`config.mk`:
```
export PLATFORM = sky130hd
export DESIGN_NAME = pid_speed_controller
export DESIGN_NICKNAME = d
export VERILOG_FILES = /design/src/rtl/psc_pkg.sv /design/src/rtl/pid_speed_controller.sv
export SDC_FILE = /design/constraint.sdc
export NUM_CORES = 2
export LEC_CHECK = 0
export BUFFER_PORTS_ARGS = -buffer_cell sky130_fd_sc_hd__clkbuf_2
export CORE_ASPECT_RATIO = 0.8
export CORE_MARGIN = 2
export CORE_UTILIZATION = 38
export CTS_CLUSTER_DIAMETER = 150
export DETAILED_ROUTE_END_ITERATION = 10
export PLACE_DENSITY = 0.58
export SKIP_LAST_GASP = 1
export SLEW_MARGIN = 5
export SYNTH_ARGS = -nofsm -noshare
export SYNTH_HDL_FRONTEND = slang
export SYNTH_SLANG_ARGS = --single-unit
```
`constraint.sdc`:
```
create_clock -name clk_i -period 20.2 [get_ports clk_i]
set_input_delay 2.02 -clock clk_i [delete_from_list [all_inputs] [get_ports clk_i]]
set_output_delay 2.02 -clock clk_i [all_outputs]
set_load 0.05 [all_outputs]
```
`src/rtl/psc_pkg.sv`:
```
// psc_pkg: types, constants and microcode ROM of the PID speed controller.
// Used by pid_speed_controller; depends on nothing else.
`default_nettype none

package psc_pkg;

  // configuration port
  localparam int unsigned CFG_IDX_W  = 3;
  localparam int unsigned CFG_DATA_W = 16;

  typedef enum logic [CFG_IDX_W-1:0] {
    REG_TARGET_SPEED = 3'd0,
    REG_GAIN_P       = 3'd1,
    REG_GAIN_I       = 3'd2,
    REG_GAIN_D       = 3'd3,
    REG_MAX_PWM      = 3'd4
  } cfg_reg_e;

  localparam logic [15:0] RST_TARGET_SPEED = 16'd1280;
  localparam logic [15:0] RST_GAIN_P       = 16'd7680;
  localparam logic [15:0] RST_GAIN_I       = 16'd3328;
  localparam logic [15:0] RST_GAIN_D       = 16'd1280;
  localparam logic [7:0]  RST_MAX_PWM      = 8'd255;

  // datapath widths
  localparam int unsigned ERR_W   = 17;  // target - speed, signed Q8.8
  localparam int unsigned INTEG_W = 48;  // saturating integral
  localparam int unsigned MUL_A_W = 17;
  localparam int unsigned MUL_B_W = 29;
  localparam int unsigned PROD_W  = MUL_A_W + MUL_B_W;
  localparam int unsigned DIFFK_W = 28;  // (error - previous error) * 1000
  localparam int unsigned ACC_W   = 64;  // gain_i * integral
  localparam int unsigned SUM_W   = 48;  // P + I + D in Q.16
  localparam int unsigned LIM_W   = 24;  // max_pwm in Q.16

  // restoring divider for the derivative, one quotient bit per step
  localparam int unsigned DIV_W   = 44;
  localparam int unsigned I_BITS  = 34;  // |gain_i * integral| below the clamp bound
  localparam int unsigned D_BITS  = 42;  // |gain_d * diff * 1000|
  localparam int unsigned CNT_W   = 6;

  // x / 1000 = (x / 8) / 125, the last step by reciprocal multiply;
  // exact for x / 8 below 2^35 / 7
  localparam int unsigned RCP_IN_W = I_BITS - 3;
  localparam int unsigned RCP_W    = 29;
  localparam int unsigned RCP_SH   = 35;
  localparam int unsigned RCP_Q_W  = RCP_IN_W + RCP_W - RCP_SH;
  localparam logic [RCP_W-1:0] RCP_125 = 29'd274877907;  // ceil(2^35 / 125)

  // microcode
  localparam int unsigned PC_W = 4;
  typedef logic [PC_W-1:0] pc_t;

  typedef enum logic [1:0] {
    HOLD_NONE,
    HOLD_IN,
    HOLD_OUT
  } hold_e;

  typedef enum logic [2:0] {
    MUL_NONE,
    MUL_ERR_DT,
    MUL_GI_HI,
    MUL_GI_LO,
    MUL_GP_ERR,
    MUL_GD_DIFF
  } mul_sel_e;

  typedef enum logic [3:0] {
    ALU_NOP,
    ALU_ACCEPT,
    ALU_INTEG,
    ALU_ACC_SET,
    ALU_ACC_ADD,
    ALU_ILIM,
    ALU_IRECIP,
    ALU_DIV,
    ALU_IFIN,
    ALU_SUM_ADD,
    ALU_DIFF,
    ALU_DLOAD,
    ALU_DFIN,
    ALU_OUT
  } alu_e;

  typedef enum logic [1:0] {
    COND_SEQ,
    COND_ALWAYS,
    COND_ICLAMP,
    COND_DIV_MORE
  } cond_e;

  typedef struct packed {
    hold_e    hold;
    mul_sel_e mul;
    alu_e     alu;
    cond_e    cond;
    pc_t      target;
  } uword_t;

  localparam pc_t PC_IDLE    = 4'd0;
  localparam pc_t PC_MUL_EDT = 4'd1;
  localparam pc_t PC_INTEG   = 4'd2;
  localparam pc_t PC_MUL_IHI = 4'd3;
  localparam pc_t PC_ACC_HI  = 4'd4;
  localparam pc_t PC_MUL_ILO = 4'd5;
  localparam pc_t PC_ACC_LO  = 4'd6;
  localparam pc_t PC_ILIM    = 4'd7;
  localparam pc_t PC_IDIV    = 4'd8;
  localparam pc_t PC_IFIN    = 4'd9;
  localparam pc_t PC_PTERM   = 4'd10;
  localparam pc_t PC_PADD    = 4'd11;
  localparam pc_t PC_DLOAD   = 4'd12;
  localparam pc_t PC_DDIV    = 4'd13;
  localparam pc_t PC_DFIN    = 4'd14;
  localparam pc_t PC_OUT     = 4'd15;

  // Program: a conditional jump goes to target, otherwise to the next step.
  function automatic uword_t ucode_rom(input pc_t pc);
    uword_t w;
    w = '{HOLD_NONE, MUL_NONE, ALU_NOP, COND_ALWAYS, PC_IDLE};
    case (pc)
      PC_IDLE:    w = '{HOLD_IN,   MUL_NONE,    ALU_ACCEPT,  COND_SEQ,      PC_IDLE};
      PC_MUL_EDT: w = '{HOLD_NONE, MUL_ERR_DT,  ALU_NOP,     COND_SEQ,      PC_IDLE};
      PC_INTEG:   w = '{HOLD_NONE, MUL_NONE,    ALU_INTEG,   COND_SEQ,      PC_IDLE};
      PC_MUL_IHI: w = '{HOLD_NONE, MUL_GI_HI,   ALU_NOP,     COND_SEQ,      PC_IDLE};
      PC_ACC_HI:  w = '{HOLD_NONE, MUL_NONE,    ALU_ACC_SET, COND_SEQ,      PC_IDLE};
      PC_MUL_ILO: w = '{HOLD_NONE, MUL_GI_LO,   ALU_NOP,     COND_SEQ,      PC_IDLE};
      PC_ACC_LO:  w = '{HOLD_NONE, MUL_NONE,    ALU_ACC_ADD, COND_SEQ,      PC_IDLE};
      PC_ILIM:    w = '{HOLD_NONE, MUL_NONE,    ALU_ILIM,    COND_ICLAMP,   PC_PTERM};
      PC_IDIV:    w = '{HOLD_NONE, MUL_NONE,    ALU_IRECIP,  COND_SEQ,      PC_IDLE};
      PC_IFIN:    w = '{HOLD_NONE, MUL_NONE,    ALU_IFIN,    COND_SEQ,      PC_IDLE};
      PC_PTERM:   w = '{HOLD_NONE, MUL_GP_ERR,  ALU_DIFF,    COND_SEQ,      PC_IDLE};
      PC_PADD:    w = '{HOLD_NONE, MUL_GD_DIFF, ALU_SUM_ADD, COND_SEQ,      PC_IDLE};
      PC_DLOAD:   w = '{HOLD_NONE, MUL_NONE,    ALU_DLOAD,   COND_SEQ,      PC_IDLE};
      PC_DDIV:    w = '{HOLD_NONE, MUL_NONE,    ALU_DIV,     COND_DIV_MORE, PC_DDIV};
      PC_DFIN:    w = '{HOLD_NONE, MUL_NONE,    ALU_DFIN,    COND_SEQ,      PC_IDLE};
      PC_OUT:     w = '{HOLD_OUT,  MUL_NONE,    ALU_OUT,     COND_ALWAYS,   PC_IDLE};
      default:    w = '{HOLD_NONE, MUL_NONE,    ALU_NOP,     COND_ALWAYS,   PC_IDLE};
    endcase
    return w;
  endfunction

endpackage

`default_nettype wire

```
`src/rtl/pid_speed_controller.sv`:
```
// pid_speed_controller: positional PID speed controller, microcoded datapath.
// Depends on psc_pkg (microcode ROM, widths, register indexes).
//
//   channel | signals                                 | direction
//   --------+-----------------------------------------+----------
//   in      | in_valid_i, in_ready_o,                 | input
//           | measured_speed_i, interval_ms_i         |
//   out     | out_valid_o, out_ready_i,               | output
//           | drive_o, output_clamped_o               |
//   cfg     | cfg_valid_i, cfg_ready_o,               | input
//           | cfg_index_i, cfg_data_i                 |
//
// An item runs through the program from input transfer to result; the integral
// divide steps are skipped when the integral term hits its clamp, and the 42-step
// 1-bit-per-cycle divide by the interval makes up most of the run. A new item
// is taken only when the program is back at its idle step, in the cycle after
// the result is loaded, so items do not overlap. The result sits in an output
// register, so the next item is accepted while it waits; the program holds at
// its last step only if that register is still full. Reset clears the integral
// and previous error and loads the register defaults. cfg_ready_o is always high.
`default_nettype none

module pid_speed_controller (
  input  logic                             clk_i,
  input  logic                             rst_ni,
  input  logic                             in_valid_i,
  output logic                             in_ready_o,
  input  logic [15:0]                      measured_speed_i,
  input  logic [15:0]                      interval_ms_i,
  output logic                             out_valid_o,
  input  logic                             out_ready_i,
  output logic [7:0]                       drive_o,
  output logic                             output_clamped_o,
  input  logic                             cfg_valid_i,
  output logic                             cfg_ready_o,
  input  logic [psc_pkg::CFG_IDX_W-1:0]    cfg_index_i,
  input  logic [psc_pkg::CFG_DATA_W-1:0]   cfg_data_i
);
  import psc_pkg::*;

  // configuration
  logic [15:0] target_q, gain_p_q, gain_i_q, gain_d_q;
  logic [7:0]  max_pwm_q;

  // sequencer
  pc_t    pc_q, pc_d;
  uword_t uw;
  logic   stall, go, take, fire_out;

  // state and datapath
  logic [ERR_W-1:0]   err_q, prev_q;
  logic [15:0]        dt_q, den_q;
  logic [INTEG_W-1:0] integ_q;
  logic [PROD_W-1:0]  prod_q;
  logic [ACC_W-1:0]   acc_q;
  logic [DIFFK_W-1:0] diffk_q;
  logic [SUM_W-1:0]   sum_q;
  logic [DIV_W-1:0]   quo_q;
  logic [15:0]        rem_q;
  logic [CNT_W-1:0]   cnt_q;
  logic               neg_q;

  logic               out_valid_q, clamped_q;
  logic [7:0]         drive_q;

  // combinational datapath
  logic signed [MUL_A_W-1:0] mul_a;
  logic signed [MUL_B_W-1:0] mul_b;
  logic signed [PROD_W-1:0]  mul_p;
  logic [ERR_W-1:0]          err_new;
  logic [15:0]               dt_new;
  logic [INTEG_W:0]          integ_sum;
  logic [INTEG_W-1:0]        integ_sat;
  logic [ACC_W-1:0]          acc_mag;
  logic [LIM_W-1:0]          lim1;
  logic [I_BITS-1:0]         ibound;
  logic                      iclamp;
  logic [SUM_W-1:0]          lim48;
  logic [PROD_W-1:0]         dmag;
  logic [ERR_W:0]            diff;
  logic [DIFFK_W-1:0]        diffx, diffk;
  logic [16:0]               div_sh;
  logic [17:0]               div_trial;
  logic [RCP_IN_W+RCP_W-1:0] rcp_p;
  logic [SUM_W-1:0]          quo_s, quo_signed;
  logic                      sum_over;

  assign uw = ucode_rom(pc_q);

  // ---------------------------------------------------------------- config
  assign cfg_ready_o = 1'b1;

  always_ff @(posedge clk_i or negedge rst_ni) begin
    if (!rst_ni) begin
      target_q  <= RST_TARGET_SPEED;
      gain_p_q  <= RST_GAIN_P;
      gain_i_q  <= RST_GAIN_I;
      gain_d_q  <= RST_GAIN_D;
      max_pwm_q <= RST_MAX_PWM;
    end else if (cfg_valid_i) begin
      case (cfg_reg_e'(cfg_index_i))
        REG_TARGET_SPEED: target_q  <= cfg_data_i;
        REG_GAIN_P:       gain_p_q  <= cfg_data_i;
        REG_GAIN_I:       gain_i_q  <= cfg_data_i;
        REG_GAIN_D:       gain_d_q  <= cfg_data_i;
        REG_MAX_PWM:      max_pwm_q <= cfg_data_i[7:0];
        default: ;
      endcase
    end
  end

  // ------------------------------------------------------------- sequencer
  always_comb begin
    case (uw.hold)
      HOLD_IN:  stall = !in_valid_i;
      HOLD_OUT: stall = out_valid_q && !out_ready_i;
      default:  stall = 1'b0;
    endcase
    case (uw.cond)
      COND_ALWAYS:   take = 1'b1;
      COND_ICLAMP:   take = iclamp;
      COND_DIV_MORE: take = (cnt_q != CNT_W'(1));
      default:       take = 1'b0;
    endcase
  end

  always_comb begin
    if (stall) begin
      pc_d = pc_q;
    end else if (take) begin
      pc_d = uw.target;
    end else begin
      pc_d = pc_q + pc_t'(1);
    end
  end

  always_comb begin
    go         = !stall;
    fire_out   = go && (uw.alu == ALU_OUT);
    in_ready_o = (uw.hold == HOLD_IN);
  end

  always_ff @(posedge clk_i or negedge rst_ni) begin
    if (!rst_ni) begin
      pc_q <= PC_IDLE;
    end else begin
      pc_q <= pc_d;
    end
  end

  // -------------------------------------------------------------- datapath
  assign err_new = {1'b0, target_q} - {1'b0, measured_speed_i};
  assign dt_new  = (interval_ms_i == 16'd0) ? 16'd1 : interval_ms_i;

  always_comb begin
    case (uw.mul)
      MUL_ERR_DT: begin
        mul_a = signed'(err_q);
        mul_b = signed'({13'd0, dt_q});
      end
      MUL_GI_HI: begin
        mul_a = signed'({gain_i_q[15], gain_i_q});
        mul_b = signed'({{5{integ_q[INTEG_W-1]}}, integ_q[INTEG_W-1:24]});
      end
      MUL_GI_LO: begin
        mul_a = signed'({gain_i_q[15], gain_i_q});
        mul_b = signed'({5'd0, integ_q[23:0]});
      end
      MUL_GP_ERR: begin
        mul_a = signed'({gain_p_q[15], gain_p_q});
        mul_b = signed'({{12{err_q[ERR_W-1]}}, err_q});
      end
      MUL_GD_DIFF: begin
        mul_a = signed'({gain_d_q[15], gain_d_q});
        mul_b = signed'({diffk_q[DIFFK_W-1], diffk_q});
      end
      default: begin
        mul_a = '0;
        mul_b = '0;
      end
    endcase
  end

  assign mul_p = mul_a * mul_b;

  // saturating integral update
  assign integ_sum = {integ_q[INTEG_W-1], integ_q}
                   + {{(INTEG_W+1-PROD_W){prod_q[PROD_W-1]}}, prod_q};
  always_comb begin
    if (integ_sum[INTEG_W] != integ_sum[INTEG_W-1]) begin
      integ_sat = integ_sum[INTEG_W] ? {1'b1, {(INTEG_W-1){1'b0}}}
                                     : {1'b0, {(INTEG_W-1){1'b1}}};
    end else begin
      integ_sat = integ_sum[INTEG_W-1:0];
    end
  end

  // integral clamp: |gain_i * integral| >= (limit + 1) * 1000 means the
  // quotient is beyond the limit, so the divide by 1000 is skipped
  assign acc_mag = acc_q[ACC_W-1] ? (ACC_W'(0) - acc_q) : acc_q;
  assign lim1    = {max_pwm_q, 16'd1};
  assign ibound  = {lim1, 10'd0} - {6'd0, lim1, 4'd0} - {7'd0, lim1, 3'd0};
  assign iclamp  = (acc_mag >= {{(ACC_W-I_BITS){1'b0}}, ibound});
  assign lim48   = {{(SUM_W-LIM_W){1'b0}}, max_pwm_q, 16'd0};

  // quo_q holds |gain_i * integral| / 8 here; times ceil(2^35 / 125)
  assign rcp_p = quo_q[RCP_IN_W-1:0] * RCP_125;

  assign dmag = prod_q[PROD_W-1] ? (PROD_W'(0) - prod_q) : prod_q;

  // (error - previous error) * 1000 by shift and subtract
  assign diff  = {err_q[ERR_W-1], err_q} - {prev_q[ERR_W-1], prev_q};
  assign diffx = {{(DIFFK_W-ERR_W-1){diff[ERR_W]}}, diff};
  assign diffk = (diffx << 10) - (diffx << 4) - (diffx << 3);

  // one restoring divide step
  assign div_sh    = {rem_q, quo_q[DIV_W-1]};
  assign div_trial = {1'b0, div_sh} - {2'b0, den_q};

  assign quo_s      = {{(SUM_W-DIV_W){1'b0}}, quo_q};
  assign quo_signed = neg_q ? (SUM_W'(0) - quo_s) : quo_s;

  always_ff @(posedge clk_i or negedge rst_ni) begin
    if (!rst_ni) begin
      integ_q <= '0;
      prev_q  <= '0;
      cnt_q   <= '0;
    end else if (go) begin
      case (uw.alu)
        ALU_INTEG: integ_q <= integ_sat;
        ALU_DIFF:  prev_q  <= err_q;
        ALU_DLOAD: cnt_q   <= CNT_W'(D_BITS);
        ALU_DIV:   cnt_q   <= cnt_q - CNT_W'(1);
        default: ;
      endcase
    end
  end

  always_ff @(posedge clk_i) begin
    if (go && (uw.mul != MUL_NONE)) begin
      prod_q <= mul_p;
    end
    if (go) begin
      case (uw.alu)
        ALU_ACCEPT: begin
          err_q <= err_new;
          dt_q  <= dt_new;
        end
        ALU_ACC_SET: acc_q <= {prod_q[39:0], 24'd0};
        ALU_ACC_ADD: acc_q <= acc_q + {{(ACC_W-PROD_W){prod_q[PROD_W-1]}}, prod_q};
        ALU_ILIM: begin
          sum_q <= acc_q[ACC_W-1] ? (SUM_W'(0) - lim48) : lim48;
          quo_q <= {{(DIV_W-RCP_IN_W){1'b0}}, acc_mag[I_BITS-1:3]};
          neg_q <= acc_q[ACC_W-1];
        end
        ALU_IRECIP: quo_q <= {{(DIV_W-RCP_Q_W){1'b0}}, rcp_p[RCP_IN_W+RCP_W-1:RCP_SH]};
        ALU_DIV: begin
          if (!div_trial[17]) begin
            rem_q <= div_trial[15:0];
            quo_q <= {quo_q[DIV_W-2:0], 1'b1};
          end else begin
            rem_q <= div_sh[15:0];
            quo_q <= {quo_q[DIV_W-2:0], 1'b0};
          end
        end
        ALU_IFIN:    sum_q   <= quo_signed;
        ALU_DIFF:    diffk_q <= diffk;
        ALU_SUM_ADD: sum_q   <= sum_q + {{(SUM_W-PROD_W){prod_q[PROD_W-1]}}, prod_q};
        ALU_DLOAD: begin
          quo_q <= {dmag[D_BITS-1:0], {(DIV_W-D_BITS){1'b0}}};
          rem_q <= '0;
          den_q <= dt_q;
          neg_q <= prod_q[PROD_W-1];
        end
        ALU_DFIN:    sum_q   <= sum_q + quo_signed;
        default: ;
      endcase
    end
  end

  // ---------------------------------------------------------------- output
  assign sum_over = !sum_q[SUM_W-1] && (sum_q > lim48);

  always_ff @(posedge clk_i or negedge rst_ni) begin
    if (!rst_ni) begin
      out_valid_q <= 1'b0;
    end else if (fire_out) begin
      out_valid_q <= 1'b1;
    end else if (out_ready_i) begin
      out_valid_q <= 1'b0;
    end
  end

  always_ff @(posedge clk_i) begin
    if (fire_out) begin
      if (sum_q[SUM_W-1]) begin
        drive_q <= 8'd0;
      end else if (sum_over) begin
        drive_q <= max_pwm_q;
      end else begin
        drive_q <= sum_q[23:16];
      end
      clamped_q <= sum_q[SUM_W-1] || sum_over;
    end
  end

  assign out_valid_o      = out_valid_q;
  assign drive_o          = drive_q;
  assign output_clamped_o = clamped_q;

  // ------------------------------------------------------------ assertions
  a_div_cnt: assert property (@(posedge clk_i) disable iff (!rst_ni)
    (uw.alu == ALU_DIV) |-> (cnt_q != '0))
    else $error("divider step with exhausted count");

  a_iterm_range: assert property (@(posedge clk_i) disable iff (!rst_ni)
    (uw.alu == ALU_IFIN) |-> (quo_q <= {{(DIV_W-LIM_W){1'b0}}, lim48[LIM_W-1:0]}))
    else $error("unclamped integral term beyond limit");

  a_dterm_fit: assert property (@(posedge clk_i) disable iff (!rst_ni)
    (uw.alu == ALU_DLOAD) |-> (dmag[PROD_W-1:D_BITS] == '0))
    else $error("derivative dividend exceeds divider width");

  a_out_load: assert property (@(posedge clk_i) disable iff (!rst_ni)
    $rose(out_valid_o) |-> $past(fire_out))
    else $error("result valid without output step");

  a_drive_lim: assert property (@(posedge clk_i) disable iff (!rst_ni)
    out_valid_o |-> (drive_o <= max_pwm_q))
    else $error("drive above max_pwm");

endmodule

`default_nettype wire

```
==> metrics.md <==
| Metric | Value |
|---|---|
| Worst path bufs/invs | 6 |
| TritonCTS clock tree | yes |
| # clock sinks | between 400 and 500 |
| Mean number of vias per cell | 5.57 |
| Mean Syn Cell Area | 9.04 um^2 |
| Stages on worst setup path | 30 |
| Largest incremental delay on the critical path | 0.90 ns |
| Status | completed |
| Initial cell density of the core | 38.3% |
| CTS H-tree depth | 2 |
| Smallest setup slack after layout | 9.20 ns |
| Part of the cycle the worst path needs | 54.4% |
| Total negative slack | 0 ns |
| Final weighted congestion of routability-driven global placement | about 0.96 |
| Total nets after synthesis | 9026 |
| Port Buf Inserts | 66 |
| R2R setup slack | 9.20 ns |
| Area growth from synthesis to layout | 7.77% |
| Xor and xnor area share after synthesis | about 5.0% |
| Height of the die | 379 um |
| Number of hold-repair buffers added at the cts stage | 0 |
| RR Endpoint | prod_q[44] |
| Crit path required time | 20.64 ns |
| Worst slack at placement | just over 9 ns |
| Slew headroom | around 16% |
| Largest net degree at the start of global routing | 81 |
| Worst setup path startpoint | pc_q[1] |
| Antenna violations before repair | 8 |
| Number of global-route vias before repair | 53842 |
| Layout cell share with drive strength beyond 1 | 5.96% |
| Largest family of logic cells by synthesized area | adder cells |
| Number of warnings issued by yosys | 0 |
| Core Footprint | 175000 um^2 |
| Post CTS Setup Buffer Count | 0 |
| Wire length of the first global-routing pass | 344 mm |
| Flip-flop and latch count after synthesis | 450 |
| Worst Tran Pin Value | 1.26 ns |
| Number of cells traversed by the worst register-to-register path | 30 |
| Crit path to | prod_q[44] |
| Via count | 54124 |
| Count of boundary I/O pins | ~70 |
| Clock latency on the worst-skew pair | 0.70 ns |
| Library cell contributing the largest single delay on the critical path | sky130_fd_sc_hd__nor3_2 |
| Critical Setup Path Class | flop to flop |
| Highest clock rate | 90.9 MHz |
| Root buffer cell | sky130_fd_sc_hd__clkbuf_16 |
| Metal3 WL | 25.5 mm |
| Number of nets with antenna violations after routing | 0 |
| Max-cap check violation count | 0 |
| Mux cell area share after synthesis | 1.63% |
| Most frequent cell on the critical path | sky130_fd_sc_hd__fa_1 |
| Clock buffer count from CTS | 53 |
| Post-Syn Area | 66800 um^2 |
| Compound-Gate Fraction of Synth Area | approximately 15% |
| Clock slew seen by the registers of the worst setup and hold paths | 0.07 ns |
| Number of enable-type register cells in the synthesized netlist | 302 |
| Detailed Routing Iterations Pass 1 | 6 |
| Worst Path Max Fanout | 41 |
| Number of cells upsized or downsized after cts | 0 |
| Final worst path period need | 11.00 ns |
| Register area | 12800 um^2 |
| Multi-input gate area | between 40000 and 50000 um^2 |
| Remaining global-route overflow | 0 |
| RR Startpoint | pc_q[1] |
| Overall fraction of global-route tracks in use | between 20% and 30% |
| Final Instance Count excl. Fillers | 9713 |
| Layout filler cell count | 17291 |
| Critical path data arrival time | 11.44 ns |
| Topmost layer with routed signal wires | met5 |
| Tightest Hold Check Type | flop to flop |
| Mapped Cells | 7394 |
| Simple logic cell fraction of the synthesized area | 12.6% |
| Kind of start point of the critical path | flop |
| Area of the die | 179000 um^2 |
| DP HPWL | 181 mm |
| Die Wd | 473 um |
| Maximum clock path buffer count | 3 |
| Number of violations reported at the end of detailed-routing iteration 0 | 5632 |
| Number of endpoints with negative hold slack in the final report | 0 |
| Detailed-routed wire length on met2 | between 80 and 90 mm |
| Setup repair after global routing missed its margin | false |
| Top delay family on crit path | adder cells |
| Clock tree skew after final layout | roughly 0.09 ns |
| Dominant register cell in the synthesized netlist | sky130_fd_sc_hd__edfxtp_1 |
| Final number of max-transition violations | 0 |
| Ys async rst share | 32.9% |
| Post-Route M1 WL | 105 mm |
| Row Count | 137 |
| Dpl cells | 9610 |
| Sequential fraction of the synthesis area | 19.2% |
| Worst Setup End Kind | flop |
| Adder-Cell Fraction of Synth Area | 38.4% |
| Distinct cell type count of the synthesized netlist | 85 |
| Nets@finish | 9004 |
| Average detailed-routed wire length per instance | 23.1 um |
| Post-detailed-routing wire length | between 200 and 250 mm |
| Number of remaining DRC errors | 0 |
| Final setup fails | 0 |
-- cell families (layout without fill, tap and decap cells) --
logic type	count (synthesis)	count (layout)
adders and majority gates	1593	1593
xor gates and xnor gates	384	384
muxes	97	97
other	1	5
buffers and inverters	1529	1551
and+or+nand+nor	1842	1842
DFF	450	450
AOI/OAI and AO/OA	1498	1498
-- Yosys cell counts, types with 17 or more instances --
cell	count	share of area (%)
sky130_fd_sc_hd__inv_1	1266	7.1
sky130_fd_sc_hd__ha_1	805	15
sky130_fd_sc_hd__fa_1	771	23
sky130_fd_sc_hd__nand2_1	645	3.6
sky130_fd_sc_hd__nor2_1	568	3.2
sky130_fd_sc_hd__o21ai_0	419	3.1
sky130_fd_sc_hd__a21oi_1	324	2.4
sky130_fd_sc_hd__edfxtp_1	302	14
sky130_fd_sc_hd__clkbuf_1	249	1.4
sky130_fd_sc_hd__xnor2_1	227	3.0
sky130_fd_sc_hd__a21o_1	168	1.9
sky130_fd_sc_hd__xor2_1	157	2.1
sky130_fd_sc_hd__dfrtp_1	129	4.8
sky130_fd_sc_hd__nand3_1	108	0.81
sky130_fd_sc_hd__nor3_1	85	0.64
sky130_fd_sc_hd__mux2_2	75	1.3
sky130_fd_sc_hd__nand2b_1	71	0.66
sky130_fd_sc_hd__nand4_1	61	0.57
sky130_fd_sc_hd__nor2b_1	59	0.55
sky130_fd_sc_hd__or3_1	53	0.50
sky130_fd_sc_hd__o21a_1	49	0.55
sky130_fd_sc_hd__and3_1	48	0.45
sky130_fd_sc_hd__a31oi_1	44	0.41
sky130_fd_sc_hd__o31ai_1	44	0.49
sky130_fd_sc_hd__a211oi_1	43	0.48
sky130_fd_sc_hd__o21bai_1	37	0.42
sky130_fd_sc_hd__o221ai_1	36	0.47
sky130_fd_sc_hd__o22ai_1	33	0.31
sky130_fd_sc_hd__a221oi_1	32	0.42
sky130_fd_sc_hd__a22oi_1	32	0.36
sky130_fd_sc_hd__nor4_1	30	0.28
sky130_fd_sc_hd__o211ai_1	25	0.28
sky130_fd_sc_hd__a221o_1	24	0.36
sky130_fd_sc_hd__or2_2	24	0.22
sky130_fd_sc_hd__and2_1	23	0.22
sky130_fd_sc_hd__a21boi_0	22	0.25
sky130_fd_sc_hd__mux2i_1	20	0.30
sky130_fd_sc_hd__dfstp_2	19	0.75
sky130_fd_sc_hd__maj3_1	17	0.25
sky130_fd_sc_hd__o41ai_1	17	0.22
-- per-layer routing --
metal  up-vias  track usage (%)
li1      24817                -
met5         -                0
met4         6             4.62
met3       220             7.30
met2      2225             35.5
met1     26856             38.1
-- state kept, by name, summed over array words and instances (netlist names), 4 cells and up --
| signal | cells |
|---|---|
| rem_q | 16 |
| integ_q | 48 |
| quo_q | 44 |
| dt_q | 16 |
| acc_q | 64 |
| gain_d_q | 16 |
| sum_q | 48 |
| gain_p_q | 16 |
| gain_i_q | 16 |
| target_q | 16 |
| diffk_q | 25 |
| max_pwm_q | 8 |
| pc_q | 4 |
| cnt_q | 6 |
| err_q | 17 |
| drive_o | 8 |
| prod_q | 46 |
| prev_q | 17 |
| den_q | 16 |
-- worst reg2reg max path: cells and delay by family (launching register included) --
family / cells / cell delay [ns]
AO/OA/AOI/OAI: 9 / 2.86
flip-flops: 1 / 0.48
adder cells (fa/ha/maj): 8 / 3.77
XOR/XNOR: 1 / 0.08
buffers and inverters: 6 / 1.63
AND/OR/NAND/NOR: 5 / 1.64
multiplexers: 1 / 0.30
-- worst min-delay path by stage --
stage	startpoint	endpoint	slack, ns	cells past startpoint
floorplan	dt_q[0]	den_q[0]	0.43	0
global placement	gain_d_q[9]	gain_d_q[9]	0.49	1
detailed placement	gain_d_q[12]	gain_d_q[12]	0.49	1
CTS	gain_d_q[12]	gain_d_q[12]	0.51	1
global route	gain_d_q[7]	gain_d_q[7]	0.52	1
finish	target_q[12]	target_q[12]	0.51	1
-- layout make-up --
cell class	instances	area share, %
multi-input cells	5415	67.5
inverters	1267	6.61
clock buffers	64	1.94
flip-flops and latches	450	17.8
well taps	2293	3.98
repair buffers	185	1.71
clock inverters	35	0.504
diodes	4	0.0139
-- cell usage in the layout (no fill, tap or decap), types with 43 or more instances in the layout --
cell type / netlist / routed
sky130_fd_sc_hd__a21o_1: 168 / 168
sky130_fd_sc_hd__a21oi_1: 324 / 320
sky130_fd_sc_hd__a31oi_1: 44 / 43
sky130_fd_sc_hd__and3_1: 48 / 48
sky130_fd_sc_hd__buf_4: 1 / 119
sky130_fd_sc_hd__clkbuf_16: 0 / 53
sky130_fd_sc_hd__clkbuf_2: 0 / 65
sky130_fd_sc_hd__dfrtp_1: 129 / 129
sky130_fd_sc_hd__edfxtp_1: 302 / 302
sky130_fd_sc_hd__fa_1: 771 / 771
sky130_fd_sc_hd__ha_1: 805 / 805
sky130_fd_sc_hd__inv_1: 1266 / 1266
sky130_fd_sc_hd__mux2_2: 75 / 75
sky130_fd_sc_hd__nand2_1: 645 / 645
sky130_fd_sc_hd__nand2b_1: 71 / 70
sky130_fd_sc_hd__nand3_1: 108 / 107
sky130_fd_sc_hd__nand4_1: 61 / 61
sky130_fd_sc_hd__nor2_1: 568 / 563
sky130_fd_sc_hd__nor2b_1: 59 / 59
sky130_fd_sc_hd__nor3_1: 85 / 83
sky130_fd_sc_hd__o21a_1: 49 / 49
sky130_fd_sc_hd__o21ai_0: 419 / 419
sky130_fd_sc_hd__o31ai_1: 44 / 44
sky130_fd_sc_hd__or3_1: 53 / 53
sky130_fd_sc_hd__xnor2_1: 227 / 227
sky130_fd_sc_hd__xor2_1: 157 / 157
-- per-stage QoR --
step	utilization (%)	hold WS (ns)	instance area, um^2
6_report	41.3	0.508	72000
5_1_grt	41.3	0.518	72000
4_1_cts	41.3	0.507	72000
3_5_place_dp	40.2	0.493	70200
3_3_place_gp	40.2	0.486	70200
2_1_floorplan	-	0.425	66800
Power is not shown: default switching activity piles up to over one toggle a cycle in this logic, so the estimate is an artifact.
